**src/hdl/assert_macros.svh**
```systemverilog
// Assertion macros used by the wheel speed RTL.
// Define NO_ASSERTIONS to compile them out; no other dependencies.
`ifndef ASSERT_MACROS_SVH
`define ASSERT_MACROS_SVH
`ifndef NO_ASSERTIONS
`define BWS_ASSERT(label, clk, rst, prop) \
  label: assert property (@(posedge clk) disable iff (rst) prop) \
    else $error("assertion failed");
`define BWS_ASSERT_NEVER(label, clk, rst, expr) \
  label: assert property (@(posedge clk) disable iff (rst) !(expr)) \
    else $error("assertion failed");
`else
`define BWS_ASSERT(label, clk, rst, prop)
`define BWS_ASSERT_NEVER(label, clk, rst, expr)
`endif
`endif

```
**src/hdl/bws_pkg.sv**
```systemverilog
// Shared types, widths, register codes and weight table of the wheel speed block.
// No dependencies.
package bws_pkg;

  localparam int SensorCount = 8;
  localparam int ReadingW    = 12;
  localparam int SpeedW      = 12;
  localparam int ProductW    = 24;
  localparam int AccW        = 29;
  localparam int FloorW      = AccW - 8;
  localparam int DiffW       = FloorW + 1;
  localparam int OffsetW     = 15;
  localparam int OffsetLimit = 16384;
  localparam int QueueDepth  = 2;
  localparam int AddrW       = 5;
  localparam int DataW       = 32;
  localparam int RegIdxW     = 3;

  localparam logic [RegIdxW-1:0] RegSensorThr = 3'd0;
  localparam logic [RegIdxW-1:0] RegBrakeThr  = 3'd1;
  localparam logic [RegIdxW-1:0] RegBaseSpeed = 3'd2;
  localparam logic [RegIdxW-1:0] RegBrakeStep = 3'd3;
  localparam logic [RegIdxW-1:0] RegMaxSpeed  = 3'd4;

  // Sensors whose weight is negative on each wheel
  localparam logic [SensorCount-1:0] LeftNeg  = 8'b0000_0111;
  localparam logic [SensorCount-1:0] RightNeg = 8'b1110_0000;

  typedef struct packed {
    logic [11:0] sensor_threshold;
    logic [11:0] brake_threshold;
    logic [10:0] base_speed;
    logic [12:0] brake_step;
    logic [10:0] max_speed;
  } cfg_t;

  typedef struct packed {
    logic [ReadingW-1:0] prox_0;
    logic [ReadingW-1:0] prox_1;
    logic [ReadingW-1:0] prox_2;
    logic [ReadingW-1:0] prox_3;
    logic [ReadingW-1:0] prox_4;
    logic [ReadingW-1:0] prox_5;
    logic [ReadingW-1:0] prox_6;
    logic [ReadingW-1:0] prox_7;
  } in_t;

  typedef struct packed {
    logic [SensorCount-1:0][ReadingW-1:0] reading;
    logic                                 brake;
  } mid_t;

  typedef struct packed {
    logic signed [SpeedW-1:0] left_cmd;
    logic signed [SpeedW-1:0] right_cmd;
    logic                     brake_active;
  } res_t;

  // Q4.8 weight magnitudes
  function automatic logic [ReadingW-1:0] weight_mag(input logic [2:0] idx);
    logic [ReadingW-1:0] mag;
    unique case (idx)
      3'd0, 3'd7: mag = 12'd2294;
      3'd1, 3'd6: mag = 12'd3277;
      3'd2, 3'd5: mag = 12'd1966;
      default:    mag = 12'd1638;
    endcase
    return mag;
  endfunction

endpackage

```
**src/hdl/bws_fifo.sv**
```systemverilog
// Small register queue used between front and back and at the result side.
// Depends on nothing; width and depth come from parameters.
module bws_fifo #(
  parameter int WIDTH = 8,
  parameter int DEPTH = 2
) (
  input  logic             clk,
  input  logic             rst,
  input  logic             wr_en,
  input  logic [WIDTH-1:0] wr_data,
  input  logic             rd_en,
  output logic [WIDTH-1:0] rd_data,
  output logic             full,
  output logic             empty
);

  localparam int AW = $clog2(DEPTH);
  localparam int CW = $clog2(DEPTH + 1);

  logic [WIDTH-1:0] mem [DEPTH];
  logic [AW-1:0]    wr_ptr;
  logic [AW-1:0]    rd_ptr;
  logic [CW-1:0]    count;

  assign full    = (count == CW'(DEPTH));
  assign empty   = (count == '0);
  assign rd_data = mem[rd_ptr];

  always_ff @(posedge clk) begin
    if (rst) begin
      wr_ptr <= '0;
      rd_ptr <= '0;
      count  <= '0;
    end else begin
      if (wr_en) begin
        wr_ptr <= (wr_ptr == AW'(DEPTH - 1)) ? '0 : wr_ptr + 1'b1;
      end
      if (rd_en) begin
        rd_ptr <= (rd_ptr == AW'(DEPTH - 1)) ? '0 : rd_ptr + 1'b1;
      end
      if (wr_en && !rd_en) begin
        count <= count + 1'b1;
      end else if (rd_en && !wr_en) begin
        count <= count - 1'b1;
      end
    end
  end

  always_ff @(posedge clk) begin
    if (wr_en) begin
      mem[wr_ptr] <= wr_data;
    end
  end

endmodule

```
**src/hdl/bws_front.sv**
```systemverilog
// Front end: thresholds the readings of one frame and flags the brake condition.
// Depends on bws_pkg.
module bws_front (
  input  bws_pkg::cfg_t cfg,
  input  bws_pkg::in_t  frame,
  output bws_pkg::mid_t item
);

  logic [bws_pkg::SensorCount-1:0][bws_pkg::ReadingW-1:0] raw;

  assign raw = {frame.prox_7, frame.prox_6, frame.prox_5, frame.prox_4,
                frame.prox_3, frame.prox_2, frame.prox_1, frame.prox_0};

  always_comb begin
    for (int i = 0; i < bws_pkg::SensorCount; i++) begin
      item.reading[i] = (raw[i] > cfg.sensor_threshold) ? raw[i] : '0;
    end
    item.brake = (frame.prox_0 > cfg.brake_threshold) &&
                 (frame.prox_7 > cfg.brake_threshold);
  end

endmodule

```
**src/hdl/bws_back.sv**
```systemverilog
// Back end: weighted sums, brake offset and clamp, in a stalling pipeline.
// Depends on bws_pkg and assert_macros.svh.
`include "assert_macros.svh"
module bws_back (
  input  logic          clk,
  input  logic          rst,
  input  bws_pkg::cfg_t cfg,
  input  logic          mid_empty,
  input  bws_pkg::mid_t mid_data,
  output logic          mid_pop,
  input  logic          out_full,
  input  logic          out_rd,
  output logic          out_wr,
  output bws_pkg::res_t out_data
);

  localparam int N = bws_pkg::SensorCount;

  logic adv;
  logic out_ok;

  logic                               v1;
  logic [N-1:0][bws_pkg::ProductW-1:0] prod;
  logic                               brake1;

  logic                                v2;
  logic signed [bws_pkg::FloorW-1:0]   fl_l;
  logic signed [bws_pkg::FloorW-1:0]   fl_r;
  logic                                brake2;
  logic [bws_pkg::OffsetW-1:0]         offset;
  logic [bws_pkg::OffsetW-1:0]         offset_next;

  logic [N-1:0][bws_pkg::ProductW-1:0] prod_next;
  logic signed [bws_pkg::AccW-1:0]     acc_l;
  logic signed [bws_pkg::AccW-1:0]     acc_r;
  logic signed [bws_pkg::AccW-1:0]     term;
  logic [bws_pkg::OffsetW:0]           grown;
  logic signed [bws_pkg::DiffW-1:0]    diff_l;
  logic signed [bws_pkg::DiffW-1:0]    diff_r;
  logic signed [bws_pkg::DiffW-1:0]    lim;

  function automatic logic signed [bws_pkg::SpeedW-1:0] clamp(
    input logic signed [bws_pkg::DiffW-1:0] v,
    input logic signed [bws_pkg::DiffW-1:0] l
  );
    logic signed [bws_pkg::DiffW-1:0] r;
    if (v > l) begin
      r = l;
    end else if (v < -l) begin
      r = -l;
    end else begin
      r = v;
    end
    return r[bws_pkg::SpeedW-1:0];
  endfunction

  assign out_ok  = !out_full || out_rd;
  assign adv     = !v2 || out_ok;
  assign mid_pop = adv && !mid_empty;
  assign out_wr  = v2 && out_ok;

  always_comb begin
    for (int i = 0; i < N; i++) begin
      prod_next[i] = bws_pkg::ProductW'(mid_data.reading[i]) *
                     bws_pkg::ProductW'(bws_pkg::weight_mag(3'(i)));
    end
  end

  always_comb begin
    acc_l = bws_pkg::AccW'($signed({1'b0, cfg.base_speed, 8'd0}));
    acc_r = acc_l;
    term  = '0;
    for (int i = 0; i < N; i++) begin
      term  = bws_pkg::AccW'($signed({1'b0, prod[i]}));
      acc_l = bws_pkg::LeftNeg[i]  ? acc_l - term : acc_l + term;
      acc_r = bws_pkg::RightNeg[i] ? acc_r - term : acc_r + term;
    end
  end

  always_comb begin
    grown = {1'b0, offset} + (bws_pkg::OffsetW + 1)'(cfg.brake_step);
    if (brake1) begin
      offset_next = (grown > (bws_pkg::OffsetW + 1)'(bws_pkg::OffsetLimit)) ?
                    bws_pkg::OffsetW'(bws_pkg::OffsetLimit) :
                    grown[bws_pkg::OffsetW-1:0];
    end else begin
      offset_next = offset >> 1;
    end
  end

  always_comb begin
    lim    = bws_pkg::DiffW'($signed({1'b0, cfg.max_speed}));
    diff_l = bws_pkg::DiffW'(fl_l) - bws_pkg::DiffW'($signed({1'b0, offset}));
    diff_r = bws_pkg::DiffW'(fl_r) + bws_pkg::DiffW'($signed({1'b0, offset}));
    out_data.left_cmd     = clamp(diff_l, lim);
    out_data.right_cmd    = clamp(diff_r, lim);
    out_data.brake_active = brake2;
  end

  always_ff @(posedge clk) begin
    if (rst) begin
      v1     <= 1'b0;
      v2     <= 1'b0;
      offset <= '0;
    end else if (adv) begin
      v1 <= !mid_empty;
      v2 <= v1;
      if (v1) begin
        offset <= offset_next;
      end
    end
  end

  always_ff @(posedge clk) begin
    if (adv) begin
      prod   <= prod_next;
      brake1 <= mid_data.brake;
      fl_l   <= acc_l[bws_pkg::AccW-1:8];
      fl_r   <= acc_r[bws_pkg::AccW-1:8];
      brake2 <= brake1;
    end
  end

  `BWS_ASSERT_NEVER(a_offset_limit, clk, rst, offset > bws_pkg::OffsetW'(bws_pkg::OffsetLimit))
  `BWS_ASSERT(a_offset_grow, clk, rst, (adv && v1 && brake1) |=> (offset >= $past(offset)))
  `BWS_ASSERT(a_offset_decay, clk, rst, (adv && v1 && !brake1) |=> (offset <= $past(offset)))
  `BWS_ASSERT(a_stall_hold, clk, rst, (v2 && !adv) |=> (v2 && $stable(fl_l) && $stable(fl_r)))
  `BWS_ASSERT(a_clamp, clk, rst, out_wr |-> (out_data.left_cmd <= lim && out_data.left_cmd >= -lim))

endmodule

```
**src/hdl/braitenberg_wheel_speed_top.sv**
```systemverilog
// Throughput: one frame per cycle while the result queue has room or is read;
// the two-stage back pipeline and the result queue set it.
// Each side stalls on its own through the front and result queues.
// Reset: synchronous, clears the queues, the brake offset and the registers
// to their defaults (thresholds 80 and 90, base 768, step 512, limit 1607).
module braitenberg_wheel_speed_top #(
  parameter int QUEUE_DEPTH = bws_pkg::QueueDepth
) (
  input  logic                      clk,
  input  logic                      rst,
  input  logic                      push,
  output logic                      full,
  input  bws_pkg::in_t              frame,
  output logic                      empty,
  input  logic                      pop,
  output bws_pkg::res_t             result,
  input  logic                      psel,
  input  logic                      penable,
  input  logic                      pwrite,
  input  logic [bws_pkg::AddrW-1:0] paddr,
  input  logic [bws_pkg::DataW-1:0] pwdata,
  output logic [bws_pkg::DataW-1:0] prdata,
  output logic                      pready
);

  bws_pkg::cfg_t cfg;
  bws_pkg::mid_t front_item;
  bws_pkg::mid_t mid_data;
  bws_pkg::res_t out_data;
  logic          mid_empty;
  logic          mid_pop;
  logic          out_full;
  logic          out_wr;
  logic          out_rd;
  logic          in_wr;
  logic          cfg_wr;
  logic [bws_pkg::RegIdxW-1:0] reg_idx;

  assign pready  = 1'b1;
  assign cfg_wr  = psel && penable && pwrite;
  assign reg_idx = paddr[bws_pkg::AddrW-1:2];
  assign in_wr   = push && !full;
  assign out_rd  = pop && !empty;

  always_ff @(posedge clk) begin
    if (rst) begin
      cfg.sensor_threshold <= 12'd80;
      cfg.brake_threshold  <= 12'd90;
      cfg.base_speed       <= 11'd768;
      cfg.brake_step       <= 13'd512;
      cfg.max_speed        <= 11'd1607;
    end else if (cfg_wr) begin
      unique case (reg_idx)
        bws_pkg::RegSensorThr: cfg.sensor_threshold <= pwdata[11:0];
        bws_pkg::RegBrakeThr:  cfg.brake_threshold  <= pwdata[11:0];
        bws_pkg::RegBaseSpeed: cfg.base_speed       <= pwdata[10:0];
        bws_pkg::RegBrakeStep: cfg.brake_step       <= pwdata[12:0];
        bws_pkg::RegMaxSpeed:  cfg.max_speed        <= pwdata[10:0];
        default: ;
      endcase
    end
  end

  always_comb begin
    unique case (reg_idx)
      bws_pkg::RegSensorThr: prdata = bws_pkg::DataW'(cfg.sensor_threshold);
      bws_pkg::RegBrakeThr:  prdata = bws_pkg::DataW'(cfg.brake_threshold);
      bws_pkg::RegBaseSpeed: prdata = bws_pkg::DataW'(cfg.base_speed);
      bws_pkg::RegBrakeStep: prdata = bws_pkg::DataW'(cfg.brake_step);
      bws_pkg::RegMaxSpeed:  prdata = bws_pkg::DataW'(cfg.max_speed);
      default:               prdata = '0;
    endcase
  end

  bws_front u_front (
    .cfg   (cfg),
    .frame (frame),
    .item  (front_item)
  );

  bws_fifo #(
    .WIDTH ($bits(bws_pkg::mid_t)),
    .DEPTH (QUEUE_DEPTH)
  ) u_mid_fifo (
    .clk     (clk),
    .rst     (rst),
    .wr_en   (in_wr),
    .wr_data (front_item),
    .rd_en   (mid_pop),
    .rd_data (mid_data),
    .full    (full),
    .empty   (mid_empty)
  );

  bws_back u_back (
    .clk       (clk),
    .rst       (rst),
    .cfg       (cfg),
    .mid_empty (mid_empty),
    .mid_data  (mid_data),
    .mid_pop   (mid_pop),
    .out_full  (out_full),
    .out_rd    (out_rd),
    .out_wr    (out_wr),
    .out_data  (out_data)
  );

  bws_fifo #(
    .WIDTH ($bits(bws_pkg::res_t)),
    .DEPTH (QUEUE_DEPTH)
  ) u_out_fifo (
    .clk     (clk),
    .rst     (rst),
    .wr_en   (out_wr),
    .wr_data (out_data),
    .rd_en   (out_rd),
    .rd_data (result),
    .full    (out_full),
    .empty   (empty)
  );

endmodule

```
**config.mk**
```make
export PLATFORM = sky130hd
export DESIGN_NAME = braitenberg_wheel_speed_top
export DESIGN_NICKNAME = d
export VERILOG_FILES = /design/src/hdl/bws_pkg.sv /design/src/hdl/bws_fifo.sv /design/src/hdl/bws_front.sv /design/src/hdl/bws_back.sv /design/src/hdl/braitenberg_wheel_speed_top.sv
export VERILOG_INCLUDE_DIRS = /design/src /design/src/hdl
export SDC_FILE = /design/constraint.sdc
export NUM_CORES = 2
export LEC_CHECK = 0
export BUFFER_PORTS_ARGS = -buffer_cell sky130_fd_sc_hd__buf_2
export CORE_MARGIN = 3
export CORE_UTILIZATION = 55
export DETAILED_ROUTE_END_ITERATION = 8
export GPL_ROUTABILITY_DRIVEN = 0
export MAX_ROUTING_LAYER = met4
export PLACE_DENSITY = 0.72
export SYNTH_ARGS = -nofsm -noshare
export SYNTH_HDL_FRONTEND = slang
export SYNTH_SLANG_ARGS = --single-unit
```
**constraint.sdc**
```tcl
create_clock -name clk -period 17.7 [get_ports clk]
set_input_delay 3.54 -clock clk [delete_from_list [all_inputs] [get_ports clk]]
set_output_delay 3.54 -clock clk [all_outputs]
set_load 0.1 [all_outputs]
```
## Yosys cells after proc, flatten, opt, wreduce, memory -nomap -nowiden

Memories as Yosys holds them, arrays and structs flattened. A register that Yosys moved wholly into a read port is not among the register bits.
Index checks and enable logic that the tools add are counted.

| storage, ports and cells | value |
|---|---|
| register bits | 314 |
| memory bits (writable) | 244 |
| input bits | 140 |
| memories | 2 |

Memories:

| memory | words | width | read ports | clocked after memory_dff | wr ports | line | source |
|---|---|---|---|---|---|---|---|
| u_mid_fifo.mem | 2 | 97 | 1 | 1 | 1 | bws_fifo.sv:20 | `logic [WIDTH-1:0] mem [DEPTH];` |
| u_out_fifo.mem | 2 | 25 | 1 | 1 | 1 | bws_fifo.sv:20 |  |

| operators by class | value |
|---|---|
| $add $sub $neg | 28 |
| $mul | 8 |
| magnitude comparators | 15 |
| equal/unequal tests | 6 |
| multiplexer cells | 31 |
| reductions and logical operators | 33 |

Operator list:

| kind | number |
|---|---|
| adder 29 x 25 -> 29 bit | 9 |
| subtractor 29 x 25 -> 29 bit | 5 |
| 2-to-1 mux 12 bit | 12 |
| greater-than comparator 12 bit | 10 |
| multiplier 12 x 10 -> 22 bit, second input constant | 4 |
| case mux 13 bit (5 select lines) | 1 |
| multiplier 12 x 12 -> 24 bit, second input constant | 2 |
| multiplier 12 x 11 -> 23 bit, second input constant | 2 |
| greater-than comparator 22 x 12 -> 1 bit | 2 |
| < comparator 22 bit | 2 |
| 2-to-1 mux 15 bit | 2 |
| adder 19 x 24 -> 25 bit | 1 |
| subtractor 19 x 24 -> 25 bit | 1 |
| adder 21 x 16 -> 22 bit | 1 |
| negation 11 -> 22 bit | 1 |
| subtractor 21 x 16 -> 22 bit | 1 |
| adder 15 x 13 -> 16 bit | 1 |
| greater-than comparator 16 x 15 -> 1 bit, second input constant | 1 |
| 2-to-1 mux 1 bit | 12 |
| AND reduction 2 bit | 6 |
| logical AND 1 bit | 11 |
| zero test 1 bit | 9 |
| 2-to-1 mux 2 bit | 4 |
| == test 3 x 2 -> 1 bit, second input constant | 2 |
| other kinds (10) | 19 |

## Depth between registers and ports, before layout

| depth | value |
|---|---|
| word-level depth | 9 |
| depth in mapped cells | 29 |
| depth with buffers taken out | 29 |

## Cells and area by module

A second synthesis with hierarchy kept.

| second synthesis, totals | value |
|---|---|
| cell total of the unflattened synthesis | 5396 |
| area total of the unflattened synthesis | 58531.1 µm² |

Modules (own cells, without submodules):

| module | instances | cells an instance | area each (µm²) | seq. area each (µm²) |
|---|---|---|---|---|
| bws_back | 1 | 4114 | 42483.2 | 7126.8 |
| bws_fifo (u_mid_fifo) | 1 | 324 | 7322.0 | 5925.7 |
| bws_front | 1 | 529 | 3674.8 | 0.0 |
| braitenberg_wheel_speed_top | 1 | 329 | 3040.4 | 1181.1 |
| bws_fifo (u_out_fifo) | 1 | 100 | 2010.7 | 1601.5 |

## Worst setup path after synthesis

No wires, ideal clock.

| path | value |
|---|---|
| path kind | input -> register |
| start point | input pop |
| end point | register u_mid_fifo.count[1] |
| library setup time | 70 ps |
| arrival time | 10701 ps |
| path slack | 6928 ps |
| stages | 7 |
| path buffers | 0 |
| path through | nor3b_1 -> nand2_1 -> o21ai_0 -> ha_1 -> xor2_1 -> or3_1 -> a21oi_1 |

| between the ends | value |
|---|---|
| cells in the longest elaborated chain, start to end | 7 |
| elaborated cells between the ends (all ways) | 9 |
| classes of those cells | mux: 1; reduce/logical: 8 |

Ends and longest elaborated chain:

| item | line | source |
|---|---|---|
| start, declared | braitenberg_wheel_speed_top.sv:15 | `input logic pop,` |
| logical AND 1 bit (*) | braitenberg_wheel_speed_top.sv:43 | `assign out_rd = pop && !empty;` |
| logical OR 1 bit (*) | bws_back.sv:57 | `assign out_ok = !out_full \|\| out_rd;` |
| logical OR 1 bit (*) | bws_back.sv:58 | `assign adv = !v2 \|\| out_ok;` |
| named net u_back.adv | bws_back.sv:19 | `logic adv;` |
| logical AND 1 bit (*) | bws_back.sv:59 | `assign mid_pop = adv && !mid_empty;` |
| zero test 1 bit | bws_fifo.sv:41 | `if (wr_en && !rd_en) begin` |
| logical AND 1 bit | bws_fifo.sv:41 |  |
| 2-to-1 mux 2 bit / nonzero test 2 bit (equally long branches) | - |  |
| end signal, assigned | bws_fifo.sv:42 | `count <= count + 1'b1;` |
| end signal, assigned | bws_fifo.sv:44 | `count <= count - 1'b1;` |
| end, declared | bws_fifo.sv:23 | `logic [CW-1:0] count;` |

The timed path passes the listed nets; every way through them passes the cells marked *.
A chain may end at the register's enable or synchronous reset.

## Final worst setup path

| path | value |
|---|---|
| start point | input paddr[3] (netlist name) |
| end point | output prdata[6] (netlist name) |

| between the ends | value |
|---|---|
| cells in the longest elaborated chain, start to end | 2 |
| elaborated cells between the ends (all ways) | 6 |
| classes of those cells | eq/ne: 4; mux: 1; reduce/logical: 1 |

Ends and longest elaborated chain:

| item | line | source |
|---|---|---|
| start, declared | braitenberg_wheel_speed_top.sv:20 | `input logic [bws_pkg::AddrW-1:0] paddr,` |
| == test 3 bit (tied with other cells) | braitenberg_wheel_speed_top.sv:65 | `unique case (reg_idx)` |
| case mux 13 bit (5 select lines) (*) | braitenberg_wheel_speed_top.sv:65 |  |
| end, declared | braitenberg_wheel_speed_top.sv:22 | `output logic [bws_pkg::DataW-1:0] prdata,` |

Every way passes the cells marked *; elsewhere a longest branch is shown, timed or not.

==> impl_metrics.tcl <==
set metrics [dict create \
    max_freq_ghz 0.110 \
    boundaryPins 200 \
    grt_max_degree 159 \
    vias 38777 \
    antenna_found_initial 4 \
    dieWidth_um 330 \
    first_pass_iters 7 \
    r2r_setup_slack_ps 10200 \
    detail_route.wl_per_cell_um 20.3 \
    die_area_sq_um 109000 \
    endpoint_kind "primary output" \
    globalRouteOverflowTotal 0 \
    cp-start-kind "input pin" \
    layout_common_cells "988 x inv_1, 915 x ha_1, 606 x fa_1" \
    path_common_cell "buf_2" \
    setup-violations-final 0 \
    wirelength_mm 140 \
    synth_edf_count 470 \
    hp-start "cfg[58]$_SDFFE_PP0P_" \
    ant_nets 0 \
    gr-usage-met1_pct 35.3 \
    worstReg2RegStart "u_back.prod[3]$_DFFE_PP_" \
    port-buffer-count 158 \
    ys_seq_area_share_pct 27.5 \
    ctsResizeCount 0 \
    worstPathMaxFanout 31 \
    syn2layout_area_growth_pct 7.93 \
    cts_tree "built" \
    fin_crit_ps 9060 \
    met2_usage_pct 44.3 \
    grt_pass1_vias 40262 \
    die_y_um 330 \
    drive_gt1_share_pct 7.64 \
    drcViolationCount 0 \
    synth_cells 5323 \
    period_share_pct 51.2 \
    syn_area_sq_um 57600 \
    cts_buffers 67 \
    cp-startpoint "paddr[3]" \
    cts_sinks 556 \
    hold_buffers 0 \
    cts_setup_buffers 0 \
    cts_htree_levels 3 \
    cp_top_family "simple AND/OR/NAND/NOR gates" \
    hp-class "reg -> reg" \
    slew_headroom_pct 18.7 \
    ys_types 92 \
    ys_async_sr_fraction_pct 0 \
    coreArea_sq_um 104000 \
    grt_pass1_wl_mm 223 \
    busiest_layer "met2" \
    synth.ff_latch_count 556 \
    path_cells "buf_2, nor2_1, a22oi_1, o22ai_1, buf_2" \
    max_stage_delay_ps 760 \
    yosys_warnings 0 \
    viasPerCell 5.61 \
    finalNetCount 7142 \
    slew_viol_final 0 \
    final_common_cell "inv_1" \
    worstMarginPinSlew_ps 1210 \
    cp.arrival_ps 5520 \
    syn_avg_cell_area_sq_um 10.8 \
    cts.path.max_buffers 3 \
    critPathBufInv 2 \
    clk_latency_ps 640 \
    crit_required_ps 14160 \
    worstSetupPathType "in -> out" \
    grtUsageTotal_pct 27.4 \
    drt_iter0_markers 2499 \
    rsz0062_at_grt "no" \
    clockRootBuffer "clkbuf_16" \
    path_clk_slew_ps 50 \
    setup_tns_ps 0 \
    rows 118 \
    status "completed" \
    critical-path-slowest-cell "nor2_1" \
    clock-skew-final_ps 24.6 \
    finalHoldViolCount 0 \
    grt_use_met3_pct 4.93 \
    start_util_pct 55.6 \
    hpwl_mm 116 \
    cap_violations 0 \
    synthFlopType "edfxtp_1" \
]
cell families after synthesis:
kind of cell	synth area share [%]
fa+ha+maj	41.0
buf+inv	7.24
simple gates	8.52
compound gates	8.78
flops	27.5
xor+xnor	4.02
mux	2.97
other cells	0.0130
final cells by class:
cell class	instances	area, sq um
Antenna cell	1	2.50
Clock buffer	83	1850
Clock inverter	40	432
Fill cell	8426	41500
Inverter	988	3710
Multi-Input combinational cell	3696	37700
Sequential cell	556	15800
Tap cell	1380	1730
Timing Repair Buffer	172	908
state kept, by name (all words and copies together), names as in the netlist, named ones only:
name / count
u_mid_fifo.mem: 194
u_back.prod: 182
cfg: 59
u_out_fifo.mem: 50
u_back.fl_l: 21
u_back.fl_r: 21
u_back.offset: 15
u_mid_fifo.count: 2
u_out_fifo.count: 2
u_back.brake1: 1
u_back.brake2: 1
u_back.v1: 1
u_back.v2: 1
u_mid_fifo.rd_ptr: 1
u_mid_fifo.wr_ptr: 1
u_out_fifo.rd_ptr: 1
u_out_fifo.wr_ptr: 1
path summary, 6_finish.rpt:
path,end,cells past startpoint
min,cfg[58]$_SDFFE_PP0P_,2
max reg2reg,u_back.fl_l[19]$_DFFE_PP_,23
max,prdata[6],5
min reg2reg,cfg[58]$_SDFFE_PP0P_,2
synthesized netlist by cell type (9+ instances only):
library cell | number | share of area [%]
nand3b_1 | 12 | 0.16
o211ai_1 | 13 | 0.17
and4_1 | 10 | 0.15
edfxtp_1 | 470 | 25
ha_1 | 915 | 20
o21bai_1 | 20 | 0.26
and2_1 | 105 | 1.1
nor2_1 | 244 | 1.6
a211oi_1 | 32 | 0.42
o31a_1 | 10 | 0.15
inv_1 | 988 | 6.4
a221oi_1 | 13 | 0.20
o41ai_1 | 12 | 0.18
o21a_1 | 30 | 0.39
mux2_2 | 103 | 2.0
nor4_1 | 15 | 0.16
a31oi_1 | 26 | 0.28
o22ai_1 | 17 | 0.18
xnor2_1 | 187 | 2.8
and3_1 | 39 | 0.42
a211o_1 | 14 | 0.21
clkbuf_1 | 71 | 0.46
buf_1 | 9 | 0.059
dfxtp_1 | 86 | 3.0
o21ai_0 | 124 | 1.1
nand3_1 | 66 | 0.57
mux2i_1 | 55 | 0.96
nand2_1 | 182 | 1.2
a21o_1 | 94 | 1.2
nor2b_1 | 61 | 0.66
a21oi_1 | 226 | 2.0
xor2_1 | 77 | 1.2
nor3_1 | 99 | 0.86
nand2b_1 | 37 | 0.40
a2111oi_0 | 10 | 0.15
a22oi_1 | 22 | 0.29
fa_1 | 606 | 21
buf_4 | 20 | 0.26
nand4_1 | 43 | 0.47
or2_2 | 11 | 0.12
or3_1 | 22 | 0.24
stage by stage:
stage | hold WS (ps) | cells | setup slack, ps | cell area, sq um | utilization [%]
6_report | 471 | 6916 | 8640 | 62100 | 60.0
4_1_cts | 472 | 6915 | 8700 | 62100 | 60.0
5_1_grt | 476 | 6915 | 8510 | 62100 | 60.0
3_5_place_dp | 458 | 6792 | 8710 | 59900 | 57.8
3_3_place_gp | 431 | 6792 | 8750 | 59900 | 57.8
2_1_floorplan | 421 | 5341 | 6930 | 57600 | -
tightest hold or removal path, delay by kind of cell (launching register included):
kind               cells  cell delay [ps]
AOI/OAI and AO/OA      1               50
DFF                    1              310
and+or+nand+nor        1               60
layer usage:
metal / share of wire (%) / vias to the layer above
met5: 0 / -
met4: 3.9 / 0
met3: 6.2 / 250
met2: 46 / 1123
met1: 44 / 18996
li1: - / 18408
Power is left out: the tool's default activity adds up to more than one toggle a clock period on the data nets, which glitch-free logic cannot reach.
